`src/dna_energy_matrix_site_scanner_unit_macros.svh`:
```
// Assertion macros shared by the site scanner RTL.
`ifndef DNA_ENERGY_MATRIX_SITE_SCANNER_UNIT_MACROS_SVH
`define DNA_ENERGY_MATRIX_SITE_SCANNER_UNIT_MACROS_SVH

// Same-cycle implication, clocked on clk_i, off while in reset
`define DEMS_ASSERT_SAME(lbl, ante, cons) \
  lbl: assert property (@(posedge clk_i) disable iff (!rst_ni) (ante) |-> (cons)) \
    else $error("dems assertion failed");

// Next-cycle implication, clocked on clk_i, off while in reset
`define DEMS_ASSERT_NEXT(lbl, ante, cons) \
  lbl: assert property (@(posedge clk_i) disable iff (!rst_ni) (ante) |=> (cons)) \
    else $error("dems assertion failed");

`endif

```
`src/dems_pkg.sv`:
```
// Types, codes and helpers of the energy matrix site scanner.
package dems_pkg;

  localparam int WEIGHT_W  = 16;
  localparam int ENERGY_W  = 32;
  localparam int SUM_W     = 40;
  localparam int SYM_W     = 3;
  localparam int POS_W     = 5;
  localparam int REGION_W  = 16;
  localparam int NUM_BASES = 4;
  localparam int NUM_PAIRS = 16;
  localparam int PIDX_W    = 4;
  localparam int CFG_IDX_W = 3;
  localparam int IN_DATA_W  = 48;
  localparam int OUT_DATA_W = 72;

  typedef logic signed [WEIGHT_W-1:0] weight_t;
  typedef weight_t [NUM_BASES-1:0] row_t;

  typedef enum logic [1:0] {
    KIND_WRITE  = 2'd0,
    KIND_SYMBOL = 2'd1,
    KIND_BATCH  = 2'd2,
    KIND_NONE   = 2'd3
  } kind_e;

  typedef enum logic [1:0] {
    RK_SITE   = 2'd0,
    RK_PAIR   = 2'd1,
    RK_REGION = 2'd2
  } rkind_e;

  typedef enum logic [CFG_IDX_W-1:0] {
    CFG_CUTOFF    = 3'd0,
    CFG_MAX_SITES = 3'd1,
    CFG_POS_A     = 3'd2,
    CFG_POS_B     = 3'd3,
    CFG_SITE_LEN  = 3'd4
  } cfg_e;

  typedef enum logic [3:0] {
    ST_IDLE,
    ST_LOAD,
    ST_SCAN,
    ST_CALC,
    ST_MUL,
    ST_SUM,
    ST_DECIDE,
    ST_CONS_F,
    ST_CONS_R,
    ST_OUT_F,
    ST_OUT_R,
    ST_OUT_P,
    ST_OUT_G
  } state_e;

  // chain control: parallel load or one-step shift
  typedef struct packed {
    logic load;
    logic shift;
  } cell_ctrl_t;

  localparam logic signed [SUM_W-1:0] SAT_HI =
    {{(SUM_W-ENERGY_W+1){1'b0}}, {(ENERGY_W-1){1'b1}}};
  localparam logic signed [SUM_W-1:0] SAT_LO =
    {{(SUM_W-ENERGY_W+1){1'b1}}, {(ENERGY_W-1){1'b0}}};

  function automatic logic signed [ENERGY_W-1:0] sat_energy(
    input logic signed [SUM_W-1:0] v
  );
    logic signed [ENERGY_W-1:0] r;
    if (v > SAT_HI) begin
      r = {1'b0, {(ENERGY_W-1){1'b1}}};
    end else if (v < SAT_LO) begin
      r = {1'b1, {(ENERGY_W-1){1'b0}}};
    end else begin
      r = v[ENERGY_W-1:0];
    end
    return r;
  endfunction

  function automatic weight_t row_max(input row_t r);
    weight_t m;
    m = r[0];
    for (int b = 1; b < NUM_BASES; b++) begin
      if ($signed(r[b]) > $signed(m)) m = r[b];
    end
    return m;
  endfunction

  function automatic weight_t row_min(input row_t r);
    weight_t m;
    m = r[0];
    for (int b = 1; b < NUM_BASES; b++) begin
      if ($signed(r[b]) < $signed(m)) m = r[b];
    end
    return m;
  endfunction

endpackage

```
`src/dems_cell.sv`:
```
// One cell of the scan chain: a matrix row and two copies of a window symbol.
module dems_cell (
  input  logic                         clk_i,
  input  dems_pkg::cell_ctrl_t         ctrl_i,
  input  dems_pkg::row_t               load_row_i,
  input  logic [dems_pkg::SYM_W-1:0]   load_sym_i,
  input  dems_pkg::row_t               next_row_i,  // from the cell above
  input  logic [dems_pkg::SYM_W-1:0]   next_sa_i,   // from the cell above
  input  logic [dems_pkg::SYM_W-1:0]   next_sb_i,   // from the cell below
  output dems_pkg::row_t               row_o,
  output logic [dems_pkg::SYM_W-1:0]   sa_o,
  output logic [dems_pkg::SYM_W-1:0]   sb_o
);
  import dems_pkg::*;

  row_t             row_q;
  logic [SYM_W-1:0] sa_q;
  logic [SYM_W-1:0] sb_q;

  // rows and the a-copy move towards the head, the b-copy moves away from it
  always_ff @(posedge clk_i) begin
    if (ctrl_i.load) begin
      row_q <= load_row_i;
      sa_q  <= load_sym_i;
      sb_q  <= load_sym_i;
    end else if (ctrl_i.shift) begin
      row_q <= next_row_i;
      sa_q  <= next_sa_i;
      sb_q  <= next_sb_i;
    end
  end

  assign row_o = row_q;
  assign sa_o  = sa_q;
  assign sb_o  = sb_q;

endmodule

```
`config.mk`:
```
export PLATFORM = sky130hd
export DESIGN_NAME = dems_cell
export DESIGN_NICKNAME = d
export VERILOG_FILES = /design/src/dna_energy_matrix_site_scanner_unit_macros.svh /design/src/dems_pkg.sv /design/src/dems_cell.sv
export SDC_FILE = /design/constraint.sdc
export NUM_CORES = 1
export LEC_CHECK = 0
export ABC_CLOCK_PERIOD_IN_PS = 7800
export BUFFER_PORTS_ARGS = -buffer_cell sky130_fd_sc_hd__buf_2
export CAP_MARGIN = 25
export CORE_ASPECT_RATIO = 2
export CORE_MARGIN = 2
export CORE_UTILIZATION = 46
export CTS_CLUSTER_DIAMETER = 120
export DETAILED_ROUTE_END_ITERATION = 7
export PLACE_DENSITY = 0.89
export SLEW_MARGIN = 0
export SYNTH_ARGS = -nofsm -noshare
export SYNTH_HDL_FRONTEND = slang
export SYNTH_SLANG_ARGS = --single-unit
```
`constraint.sdc`:
```
create_clock -name clk_i -period 7.8 [get_ports clk_i]
set_clock_uncertainty 0.05 [all_clocks]
set_input_delay 2.34 -clock clk_i [delete_from_list [all_inputs] [get_ports clk_i]]
set_output_delay 2.34 -clock clk_i [all_outputs]
set_load 0.02 [all_outputs]
```
==> flow_summary.toml <==
[run_status]
status = "finished clean"

[global_routing]
grt_pass1_vias = 2185
overflow = 0
grt_pass1_wl_mm = 10.5
antenna_found_initial = 1
grt_usage_pct = 18.5
grt_max_degree = 44

[sta]
max_freq_mhz = 241
finalCritPeriodShare_pct = 53.2
slew_headroom_pct = 47.3
min_period_ps = 4150
fin_hold_ws_ps = 2270
worst_pin_slew_ps = 791
rsz0062_at_grt = "false"
slew_viol_final = 0
setup_tns_ps = 0
setup_viol_count_final = 0
hold_viol_final = 0

[power_and_ir_drop]
power.density_nw_per_um2 = 221
vdd_drop_max_v = 0.000127
p_leak_nw = 2.24

[finish]
register_area_um2 = 2100
nets = 503
drive_above_1_share_pct = 79.3
multiInputGateArea_um2 = 1050
area_growth_pct = 38.8
nFillCells = 504

[yosys]
synth_top_area_cell = "edfxtp_1"
synth_flop_cell = "edfxtp_1"
synth.distinct_cells = 6
synth_area_um2 = 3310
synthesis.nets = 289
netlist_top_cells_area = "edfxtp_1 64%, mux2_4 31%, buf_12 4.2%"
synth_cells = 149
synth_most_common_cell = "edfxtp_1"
synth_warnings = 0
ys_seq_area_share_pct = 63.6
synth.avg_cell_area_um2 = 22.2
synth_top_area_share_pct = 63.6
yosys-top-cells-count = "70 x edfxtp_1, 69 x mux2_4, 7 x buf_12"
ys_ff_latch = 70
synth-edff-count = 70
async_reset_ff_share_pct = 0

[drt]
vias_per_cell = 4.65
antenna_left = 0
vias = 2140
avgRoutedWirePerCell_um = 16.4
dr.pass1.iters = 4
drt_iter0_drc = 125
wirelength_mm = 7.57
drc = 0

[critical_path]
cp.arrival_ps = 4060
path_cells = "buf_4 -> or2_2 -> buf_4"
crit_required_ps = 7710
cp_max_fo = 37
crit_family = "buffers and inverters"
worst-path-buf-inv = 2
max_stage_delay_ps = 730
cp_slowest_cell = "or2_2"
start_kind = "primary input"
crit_top_cell = "buf_4"
endpoint_kind = "register"
crit_type = "primary input to register"

[clocking]
cts_setup_buffers = 0
cts_hold_buf = 0
cts-buffers-inserted = 9
cts_tree = "done"
cts-resized-gates = 0
cts.sinks = 70
clkSlewWorstSetupHoldPaths_ps = 50
cts_root_buffer = "clkbuf_16"
cts.htree.levels = 3
clockBufferDepth = 2

[die]
die_h_um = 124
start_util_pct = 47.6
dieArea_um2 = 7920
die_w_um = 64.0
design.core.area_um2 = 6940
rows = 43
ioPinCount = 210

[run]
cap_violations = 0

[placement]
portBuffers = 209
dp_hpwl_mm = 6.00
place_congestion = 0.880

[hold_path]
hold_class = "primary input to register"
-- registers in the layout (all words and copies together) (netlist names) --
register	cells
sa_o	3
sb_o	3
row_o	64
-- through the flow --
stage	cell area [µm²]	std cells	power, W	util (%)	setup WS, ps
floorplan	3310	149	0.000605	-	3080
global placement	4330	442	0.000675	62.4	3400
detailed placement	4330	442	0.000682	62.4	3290
CTS	4580	458	0.00103	66.1	3650
global route	4590	459	0.00105	66.1	3530
finish	4590	460	0.00102	66.1	3650
-- routing by layer --
layer	vias up	track usage [%]	part of all wire (%)
met3	25	5.06	6.7
met2	115	32.0	54
met5	-	0	0
li1	1012	-	-
met1	988	18.0	34
met4	0	15.2	5.6
-- where the power goes --
group	leakage (nW)	internal, W	total [W]	switching [W]
logic	1.41	0.0000940	0.000199	0.000105
registers	0.713	0.000463	0.000473	0.00000977
clock network	0.122	0.000214	0.000344	0.000131
-- area by class of cell --
type / instances / area share, %
Multi-Input combinational cell: 71 / 23.0
Timing Repair Buffer: 211 / 23.2
Clock buffer: 14 / 5.32
Antenna cell: 2 / 0.109
Sequential cell: 70 / 45.8
Tap cell: 90 / 2.45
Clock inverter: 2 / 0.191
-- path summary, 6_finish.rpt --
path            from   endpoint  slack (ps)  cells past startpoint
min   load_row_i[43]  row_o[43]        2270                      2
max        ctrl_i[1]    sb_o[1]        3650                      3
-- cells by family (layout without fill, tap and decap cells) --
logic type	count (synthesis)	in the layout	synth area share [%]
mux	70	70	31.7
flops	70	70	63.6
buf+inv	8	227	4.58
simple gates	1	1	0.189
other cells	0	2	0
-- cells in the final DEF (no fill, tap or decap) --
cell type  instances
buf_2            208
buf_4              3
clkbuf_1           5
clkbuf_16          9
clkinv_1           1
clkinv_2           1
diode_2            2
edfxtp_1          70
mux2_2             1
mux2_4            69
or2_2              1
Note: power is estimated with default switching activity, not from simulation.
